`config.mk`:
```
export PLATFORM = sky130hd
export DESIGN_NAME = rpn_alu
export DESIGN_NICKNAME = d
export VERILOG_FILES = /design/src/hw/rtl/rpn_pkg.sv /design/src/hw/rtl/rpn_alu.sv
export SDC_FILE = /design/constraint.sdc
export NUM_CORES = 2
export LEC_CHECK = 0
export BUFFER_PORTS_ARGS = -buffer_cell sky130_fd_sc_hd__buf_2
export CORE_MARGIN = 3
export CORE_UTILIZATION = 50
export DETAILED_ROUTE_END_ITERATION = 12
export GPL_ROUTABILITY_DRIVEN = 0
export PLACE_DENSITY_LB_ADDON = 0.05
export SLEW_MARGIN = 40
export SYNTH_ARGS = -nofsm -noshare
export SYNTH_HDL_FRONTEND = slang
export SYNTH_SLANG_ARGS = --single-unit
```
`constraint.sdc`:
```
create_clock -name clk -period 7.3 [get_ports clk]
set_input_delay 0.73 -clock clk [delete_from_list [all_inputs] [get_ports clk]]
set_output_delay 0.73 -clock clk [all_outputs]
set_load 0.1 [all_outputs]
```
`src/hw/rtl/rpn_pkg.sv`:
```
package rpn_pkg;

    // Action codes carried in the request.
    localparam logic [2:0] ACT_PUSH = 3'd0;
    localparam logic [2:0] ACT_ADD  = 3'd1;
    localparam logic [2:0] ACT_SUB  = 3'd2;
    localparam logic [2:0] ACT_MUL  = 3'd3;
    localparam logic [2:0] ACT_DIV  = 3'd4;
    localparam logic [2:0] ACT_SQRT = 3'd5;
    localparam logic [2:0] ACT_POP  = 3'd6;
    localparam logic [2:0] ACT_PEEK = 3'd7;

    // Status codes returned with every result.
    localparam logic [2:0] ST_OK      = 3'd0;
    localparam logic [2:0] ST_DIV0    = 3'd1;
    localparam logic [2:0] ST_NEGSQRT = 3'd2;
    localparam logic [2:0] ST_UNDER   = 3'd3;
    localparam logic [2:0] ST_OVER    = 3'd4;

    typedef enum logic [2:0] {
        ALU_ADD,
        ALU_SUB,
        ALU_MUL,
        ALU_DIV,
        ALU_SQRT
    } alu_op_t;

    typedef struct packed {
        logic [2:0]          action;
        logic signed [31:0]  push_value;
    } rpn_req_t;

    typedef struct packed {
        logic signed [31:0]  top_value;
        logic [2:0]          status;
        logic [6:0]          depth;
    } rpn_rsp_t;

    typedef struct packed {
        logic                start;
        alu_op_t             op;
        logic signed [31:0]  a;
        logic signed [31:0]  b;
    } alu_req_t;

    typedef struct packed {
        logic                done;
        logic signed [31:0]  value;
    } alu_rsp_t;

endpackage

```
`src/hw/rtl/rpn_alu.sv`:
```
module rpn_alu
    import rpn_pkg::*;
#(
    parameter int FRAC_BITS = 16
)
(
    input  logic     clk,
    input  logic     rst_n,
    input  alu_req_t req,
    output alu_rsp_t rsp
);

    localparam logic signed [31:0] SAT_MAX = 32'sh7FFF_FFFF;
    localparam logic signed [31:0] SAT_MIN = 32'sh8000_0000;
    localparam int DIV_STEPS  = 33;
    localparam int SQRT_STEPS = 31;

    typedef enum logic [1:0] {
        A_IDLE,
        A_MUL,
        A_ITER,
        A_FIN
    } alu_state_t;

    alu_state_t          state_reg, state_next;
    logic                done_reg, done_next;
    logic signed [31:0]  value_reg, value_next;
    logic [5:0]          cnt_reg, cnt_next;

    // Datapath registers.
    logic signed [63:0]  prod_reg;
    logic [34:0]         rem_reg, rem_next;
    logic [63:0]         sh_reg, sh_next;
    logic [32:0]         q_reg, q_next;
    logic [31:0]         bmag_reg;
    logic                neg_reg;
    logic                big_reg;
    logic                div_reg;

    logic signed [31:0]  a_in, b_in;
    logic [31:0]         a_mag, b_mag;
    logic [63:0]         num_mag;
    logic                div_big;
    logic [61:0]         sqrt_n;
    logic signed [32:0]  sum;
    logic signed [63:0]  mshift;
    logic [34:0]         sub_x, sub_y;
    logic [35:0]         diff;
    logic                ge;
    logic [32:0]         q_neg;

    assign a_in  = req.a;
    assign b_in  = req.b;
    assign a_mag = a_in[31] ? 32'(-a_in) : a_in;
    assign b_mag = b_in[31] ? 32'(-b_in) : b_in;
    assign num_mag = 64'(a_mag) << FRAC_BITS;
    // A quotient of 2^33 or more saturates whatever its sign.
    assign div_big = (num_mag >> 33) >= 64'(b_mag);
    assign sqrt_n  = 62'(a_mag) << FRAC_BITS;

    assign sum = (req.op == ALU_SUB) ? ({a_in[31], a_in} - {b_in[31], b_in})
                                     : ({a_in[31], a_in} + {b_in[31], b_in});
    assign mshift = prod_reg >>> FRAC_BITS;

    // The shared subtractor: one quotient bit or one root bit per cycle.
    assign sub_x = div_reg ? {rem_reg[33:0], sh_reg[63]}
                           : {rem_reg[32:0], sh_reg[63:62]};
    assign sub_y = div_reg ? {3'b000, bmag_reg}
                           : {2'b00, q_reg[30:0], 2'b01};
    assign diff  = {1'b0, sub_x} - {1'b0, sub_y};
    assign ge    = !diff[35];
    assign q_neg = 33'd0 - q_reg;

    always_comb
    begin
        state_next = state_reg;
        done_next  = 1'b0;
        value_next = value_reg;
        cnt_next   = cnt_reg;
        rem_next   = ge ? diff[34:0] : sub_x;
        q_next     = {q_reg[31:0], ge};
        sh_next    = div_reg ? {sh_reg[62:0], 1'b0} : {sh_reg[61:0], 2'b00};
        unique case (state_reg)
            A_IDLE:
            begin
                if (req.start)
                begin
                    unique case (req.op)
                        ALU_ADD, ALU_SUB:
                        begin
                            done_next = 1'b1;
                            if (sum[32] != sum[31])
                                value_next = sum[32] ? SAT_MIN : SAT_MAX;
                            else
                                value_next = sum[31:0];
                        end
                        ALU_MUL:
                            state_next = A_MUL;
                        ALU_DIV:
                        begin
                            state_next = div_big ? A_FIN : A_ITER;
                            cnt_next   = 6'(DIV_STEPS - 1);
                            rem_next   = 35'(num_mag[63:33]);
                            sh_next    = {num_mag[32:0], 31'd0};
                            q_next     = '0;
                        end
                        ALU_SQRT:
                        begin
                            state_next = A_ITER;
                            cnt_next   = 6'(SQRT_STEPS - 1);
                            rem_next   = '0;
                            sh_next    = {sqrt_n, 2'b00};
                            q_next     = '0;
                        end
                        default:
                            done_next = 1'b1;
                    endcase
                end
            end
            A_MUL:
            begin
                state_next = A_IDLE;
                done_next  = 1'b1;
                if (mshift[63:31] != {33{mshift[31]}})
                    value_next = mshift[63] ? SAT_MIN : SAT_MAX;
                else
                    value_next = mshift[31:0];
            end
            A_ITER:
            begin
                cnt_next = cnt_reg - 6'd1;
                if (cnt_reg == '0)
                    state_next = A_FIN;
            end
            A_FIN:
            begin
                state_next = A_IDLE;
                done_next  = 1'b1;
                if (!div_reg)
                    value_next = q_reg[31:0];
                else if (big_reg)
                    value_next = neg_reg ? SAT_MIN : SAT_MAX;
                else if (neg_reg)
                    value_next = (q_reg > 33'h0_8000_0000) ? SAT_MIN : q_neg[31:0];
                else
                    value_next = (q_reg > 33'h0_7FFF_FFFF) ? SAT_MAX : q_reg[31:0];
            end
            default:
                state_next = A_IDLE;
        endcase
    end

    always_ff @(posedge clk or negedge rst_n)
    begin
        if (!rst_n)
        begin
            state_reg <= A_IDLE;
            done_reg  <= 1'b0;
            value_reg <= '0;
            cnt_reg   <= '0;
        end
        else
        begin
            state_reg <= state_next;
            done_reg  <= done_next;
            value_reg <= value_next;
            cnt_reg   <= cnt_next;
        end
    end

    always_ff @(posedge clk)
    begin
        rem_reg <= rem_next;
        sh_reg  <= sh_next;
        q_reg   <= q_next;
        if (state_reg == A_IDLE && req.start)
        begin
            prod_reg <= 64'(a_in) * 64'(b_in);
            bmag_reg <= b_mag;
            neg_reg  <= a_in[31] ^ b_in[31];
            big_reg  <= div_big;
            div_reg  <= (req.op == ALU_DIV);
        end
    end

    assign rsp.done  = done_reg;
    assign rsp.value = value_reg;

endmodule

```
### Word-level counts from Yosys, hierarchy flattened

Index checks and enable logic that the tools add are counted.

| word-level totals | value |
|---|---|
| flip-flop bits (word level) | 271 |
| input port bits | 70 |
| output and inout port bits | 33 |

| operators by class | value |
|---|---|
| $add $sub $neg | 7 |
| multipliers | 1 |
| order comparisons | 3 |
| equality and inequality tests | 14 |
| mux-type cells | 40 |
| bitwise gates (word level) | 1 |
| reductions and logical operators | 14 |

Operators with widths:

| cell | count |
|---|---|
| two-way mux 32 bit | 14 |
| two-way mux 64 bit | 3 |
| two-way mux 33 bit | 5 |
| one-hot mux 64 bit (2 select lines) | 1 |
| two-way mux 34 bit | 3 |
| one-hot mux 32 bit (3 select lines) | 1 |
| one-hot mux 34 bit (2 select lines) | 1 |
| multiplier 32 x 32 -> 64 bit | 1 |
| negation 32 bit | 2 |
| subtractor 35 x 33 -> 36 bit | 1 |
| two-way mux 35 bit | 1 |
| adder 32 x 32 -> 33 bit | 1 |
| greater-than comparator 33 x 31 -> 1 bit (second input constant) | 1 |
| greater-than comparator 33 x 32 -> 1 bit (second input constant) | 1 |
| subtractor 32 x 32 -> 33 bit | 1 |
| greater-or-equal comparator 15 x 32 -> 1 bit | 1 |
| != test 32 bit | 1 |
| subtractor 1 x 32 -> 32 bit (first input constant) | 1 |
| one-hot mux 6 bit (2 select lines) | 2 |
| one-hot mux 2 bit (3 select lines) | 2 |
| AND reduction 3 bit | 3 |
| equality test 3 x 2 -> 1 bit (second input constant) | 2 |
| logical NOT 6 bit | 1 |
| two-way mux 6 bit | 1 |
| other kinds (22) | 29 |

### Longest topological paths before layout

| depth | value |
|---|---|
| depth after elaboration | 7 |
| depth in mapped cells | 32 |
| mapped depth without buffers | 28 |

### Worst setup path before layout

Ideal clock, no wire load.

| path | value |
|---|---|
| path kind | input to register |
| start point | in req[63] (netlist bit) |
| end point | reg prod_reg[61], data pin |
| setup time | 258 ps |
| data arrival time | 8,854 ps |
| setup slack | -1,811 ps |
| stages | 31 |
| buffers on the path | 4 |
| cell sequence | clkbuf_1 -> clkbuf_1 -> clkbuf_1 -> clkbuf_1 -> nand2_1 -> inv_1 -> fa_1 -> inv_1 -> fa_1 -> inv_1 -> fa_1 -> fa_1 -> inv_1 -> fa_1 -> inv_1 -> fa_1 -> inv_1 -> fa_1 -> inv_1 -> fa_1 -> ha_1 -> nand4_1 -> inv_1 -> nand2_1 -> a2111oi_0 -> o21ai_0 -> a21oi_1 -> nor2_1 -> o311ai_0 -> a21oi_1 -> xnor2_1 |

| on the way | value |
|---|---|
| longest elaborated chain between the ends | 1 |

Ends and longest elaborated chain:

| element | RTL line | text |
|---|---|---|
| start: declaration | rpn_alu.sv:9 | `input alu_req_t req,` |
| multiplier 32 x 32 -> 64 bit | rpn_alu.sv:178 | `prod_reg <= 64'(a_in) * 64'(b_in);` |
| end signal: assignment | rpn_alu.sv:178 |  |
| end: declaration | rpn_alu.sv:31 | `logic signed [63:0] prod_reg;` |

No other way between the ends.
A chain may end at the register's enable or synchronous reset.

### Final worst setup path

| path | value |
|---|---|
| start point | in req[44] (netlist bit) |
| end point | reg prod_reg[61], data pin |

The elaborated chain is that of the path after synthesis.

==> run metrics <==
result of the run finished, violations left; violated checks negative setup slack; max_cap viols 0; count of pins on the block boundary 103; vias in the first global route 42,900; most common library cell in the layout ignoring fill and taps sky130_fd_sc_hd__fa_1; worst setup path class in2reg; final layout net count 7,437; peak fanout along the critical path 8; effective utilization at floorplan 50.8%; number of iterations in the first detailed-routing pass 6; pin count of the biggest net entering global routing 72; Clock Latency Late Sink 0.60 ns; Core Box Area 103,000 µm²; share of the clock period used by the worst path after layout 103%; Tmin final 7.53 ns; setup repair after global routing missed its margin true; antenna-violating nets left 0; synth unique cells 84; die boundary height 329 µm; # rows 117; Die Area 108,000 µm²; worst-case headroom to the max-slew limit 37.9%; Max Clk Rate 0.133 GHz; clock root buffer sky130_fd_sc_hd__clkbuf_16; Worst-Margin Slew 0.929 ns; via count of the routed design 41,000; number of buffers inserted by port buffering 102; Post-Synthesis Cell Area 52,200 µm²; EDFF count, synth 83; number of buffers on the longest clock path 3; Final Hold Fails 0; Worst setup SP type input port; required time of the critical path 7.62 ns; path type of the worst min-delay path in2async; number of synthesized register bits 237; register area share after synthesis 11.1%; number of antenna violations at the first check in global routing 11; clock buffer count from CTS 29; CP peak stage delay 0.59 ns; hold buffer count at CTS 0; final hold slack 0.126 ns; mean post-synth cell area 9.18 µm²; internal reg-to-reg setup slack 2.30 ns; DRC violation total after the first TritonRoute iteration 3,135; total wire length after detailed routing 171,000 µm; final HPWL from detailed placement 141,000 µm; first-pass GRT wire length 259,000 µm; CTS clk-pin slew, worst paths 0.06 ns; proportion of layout cells with a drive suffix above 1 15.9%; top library cells by usage in the layout, fill and taps aside sky130_fd_sc_hd__fa_1, sky130_fd_sc_hd__inv_1, sky130_fd_sc_hd__nand2_1; Syn Nets 7,112; final number of setup-violating endpoints 9; Arr. time, crit path 7.84 ns; H-Tree Level Count 1; Top FF cell, synth sky130_fd_sc_hd__dfxtp_1; FF-to-FF path depth 14; Worst path most repeated cell sky130_fd_sc_hd__fa_1; DIE WIDTH 329 µm; clock tree from TritonCTS built; count of synthesis-stage warnings from yosys 0; Overflow after GRT 0; synthesized instance count 5,691; Slowest cell on crit path sky130_fd_sc_hd__fa_1; Global Route Usage Sum 31.8%; Area Growth Syn to Fin 16.3%; max reg flops 48; Final Slew Violations 0; Post-Route Skew 0.0373 ns; worst setup margin -0.228 ns; Via density 5.52; Critical Path Sink Type flip-flop; number of DRC violations after detailed routing 0; post-DR wirelength/cell 23.1 µm; share of async-settable or async-resettable flops after synthesis 17.3%; number of clock sinks 237
==> per-layer routing <==
layer | up-vias | part of all wire, % | track usage, %
li1 | 18300 | - | -
met1 | 21000 | 42 | 43.9
met5 | - | 0.0070 | 0
met4 | 2 | 3.3 | 8.92
met3 | 245 | 7.6 | 5.24
met2 | 1459 | 47 | 51.9
==> Yosys cell counts (7+ instances only) <==
cell / n / share of area, %
sky130_fd_sc_hd__a211o_1: 8 / 0.13
sky130_fd_sc_hd__a211oi_1: 14 / 0.20
sky130_fd_sc_hd__a21boi_0: 7 / 0.10
sky130_fd_sc_hd__a21o_1: 77 / 1.1
sky130_fd_sc_hd__a21oi_1: 209 / 2.0
sky130_fd_sc_hd__a31oi_1: 24 / 0.29
sky130_fd_sc_hd__and2_1: 544 / 6.5
sky130_fd_sc_hd__and3_1: 7 / 0.084
sky130_fd_sc_hd__buf_1: 36 / 0.26
sky130_fd_sc_hd__buf_2: 10 / 0.096
sky130_fd_sc_hd__clkbuf_1: 305 / 2.2
sky130_fd_sc_hd__dfrtp_1: 41 / 2.0
sky130_fd_sc_hd__dfxtp_1: 113 / 4.3
sky130_fd_sc_hd__edfxtp_1: 83 / 4.8
sky130_fd_sc_hd__fa_1: 1083 / 42
sky130_fd_sc_hd__ha_1: 268 / 6.4
sky130_fd_sc_hd__inv_1: 1043 / 7.5
sky130_fd_sc_hd__mux2_2: 35 / 0.75
sky130_fd_sc_hd__mux2i_1: 95 / 1.8
sky130_fd_sc_hd__nand2_1: 653 / 4.7
sky130_fd_sc_hd__nand2b_1: 32 / 0.38
sky130_fd_sc_hd__nand3_1: 32 / 0.31
sky130_fd_sc_hd__nand4_1: 34 / 0.41
sky130_fd_sc_hd__nor2_1: 149 / 1.1
sky130_fd_sc_hd__nor2b_1: 58 / 0.69
sky130_fd_sc_hd__nor3_1: 37 / 0.35
sky130_fd_sc_hd__nor3b_1: 9 / 0.13
sky130_fd_sc_hd__nor4_1: 15 / 0.18
sky130_fd_sc_hd__o211ai_1: 10 / 0.14
sky130_fd_sc_hd__o21a_1: 21 / 0.30
sky130_fd_sc_hd__o21ai_0: 129 / 1.2
sky130_fd_sc_hd__o21bai_1: 17 / 0.24
sky130_fd_sc_hd__o221ai_1: 8 / 0.13
sky130_fd_sc_hd__o22a_1: 8 / 0.13
sky130_fd_sc_hd__o22ai_1: 74 / 0.89
sky130_fd_sc_hd__o31a_1: 7 / 0.12
sky130_fd_sc_hd__o31ai_1: 23 / 0.33
sky130_fd_sc_hd__o32a_1: 19 / 0.36
sky130_fd_sc_hd__o32ai_1: 13 / 0.22
sky130_fd_sc_hd__or3_1: 29 / 0.35
sky130_fd_sc_hd__or4_1: 14 / 0.20
sky130_fd_sc_hd__xnor2_1: 105 / 1.8
sky130_fd_sc_hd__xor2_1: 108 / 1.8
==> what timing repair did <==
item,CTS,global route
gates cloned,5,6
buffers inserted,20,28
pin swaps,63,131
setup endpoints to repair,34,33
gates resized for setup,214,186
==> cell families after synthesis <==
family	after synthesis	synth area share (%)
flip-flops	237	11.1
adder cells (fa/ha/maj)	1353	48.0
multiplexers	130	2.57
AO/OA/AOI/OAI	710	8.73
buffers and inverters	1399	10.1
XOR/XNOR	213	3.57
AND/OR/NAND/NOR	1649	16.0
==> layout make-up <==
| class | instances | area, µm² |
|---|---|---|
| diodes | 7 | 17.5 |
| clock buffers | 37 | 777 |
| clock inverters | 17 | 219 |
| fillers | 9196 | 42000 |
| inverters | 1044 | 3930 |
| multi-input cells | 4055 | 42100 |
| flip-flops and latches | 237 | 5780 |
| well taps | 1368 | 1710 |
| repair buffers | 649 | 6180 |
==> stage by stage <==
| step | util, % | setup TNS, ns | setup WS, ns | instance area (µm²) | std cells |
|---|---|---|---|---|---|
| final | 59.1 | -1.77 | -0.228 | 60700 | 7414 |
| after global routing | 59.1 | -4.21 | -0.420 | 60700 | 7409 |
| after CTS | 58.1 | -1.31 | -0.211 | 59700 | 7374 |
| after detailed placement | 56.0 | -33.11 | -1.24 | 57600 | 7297 |
| after global placement | 56.0 | -32.39 | -1.21 | 57600 | 7297 |
| after floorplan | - | -10.61 | -0.970 | 52700 | 5691 |
==> worst max-delay path, delay by kind of cell <==
kind / cells / cell delay, ns
AO/OA/AOI/OAI: 6 / 1.47
adder cells (fa/ha/maj): 9 / 4.40
buffers and inverters: 5 / 0.49
XOR/XNOR: 1 / 0.14
AND/OR/NAND/NOR: 5 / 0.60
==> worst paths after layout <==
kind	from	endpoint
min in group clk	value_reg[6]$_DFFE_PN0P_	value_reg[6]$_DFFE_PN0P_
setup / recovery	req[44]	prod_reg[61]$_DFFE_PP_
setup reg to reg	div_reg$_DFFE_PP_	rem_reg[0]$_DFF_P_
hold / removal	rst_n	value_reg[20]$_DFFE_PN0P_
hold reg to reg	value_reg[6]$_DFFE_PN0P_	value_reg[6]$_DFFE_PN0P_
max in group asynchronous	rst_n	cnt_reg[5]$_DFFE_PN0P_
Power is left out: the tool's default activity adds up to more than one toggle a clock period on the data nets, which glitch-free logic cannot reach.
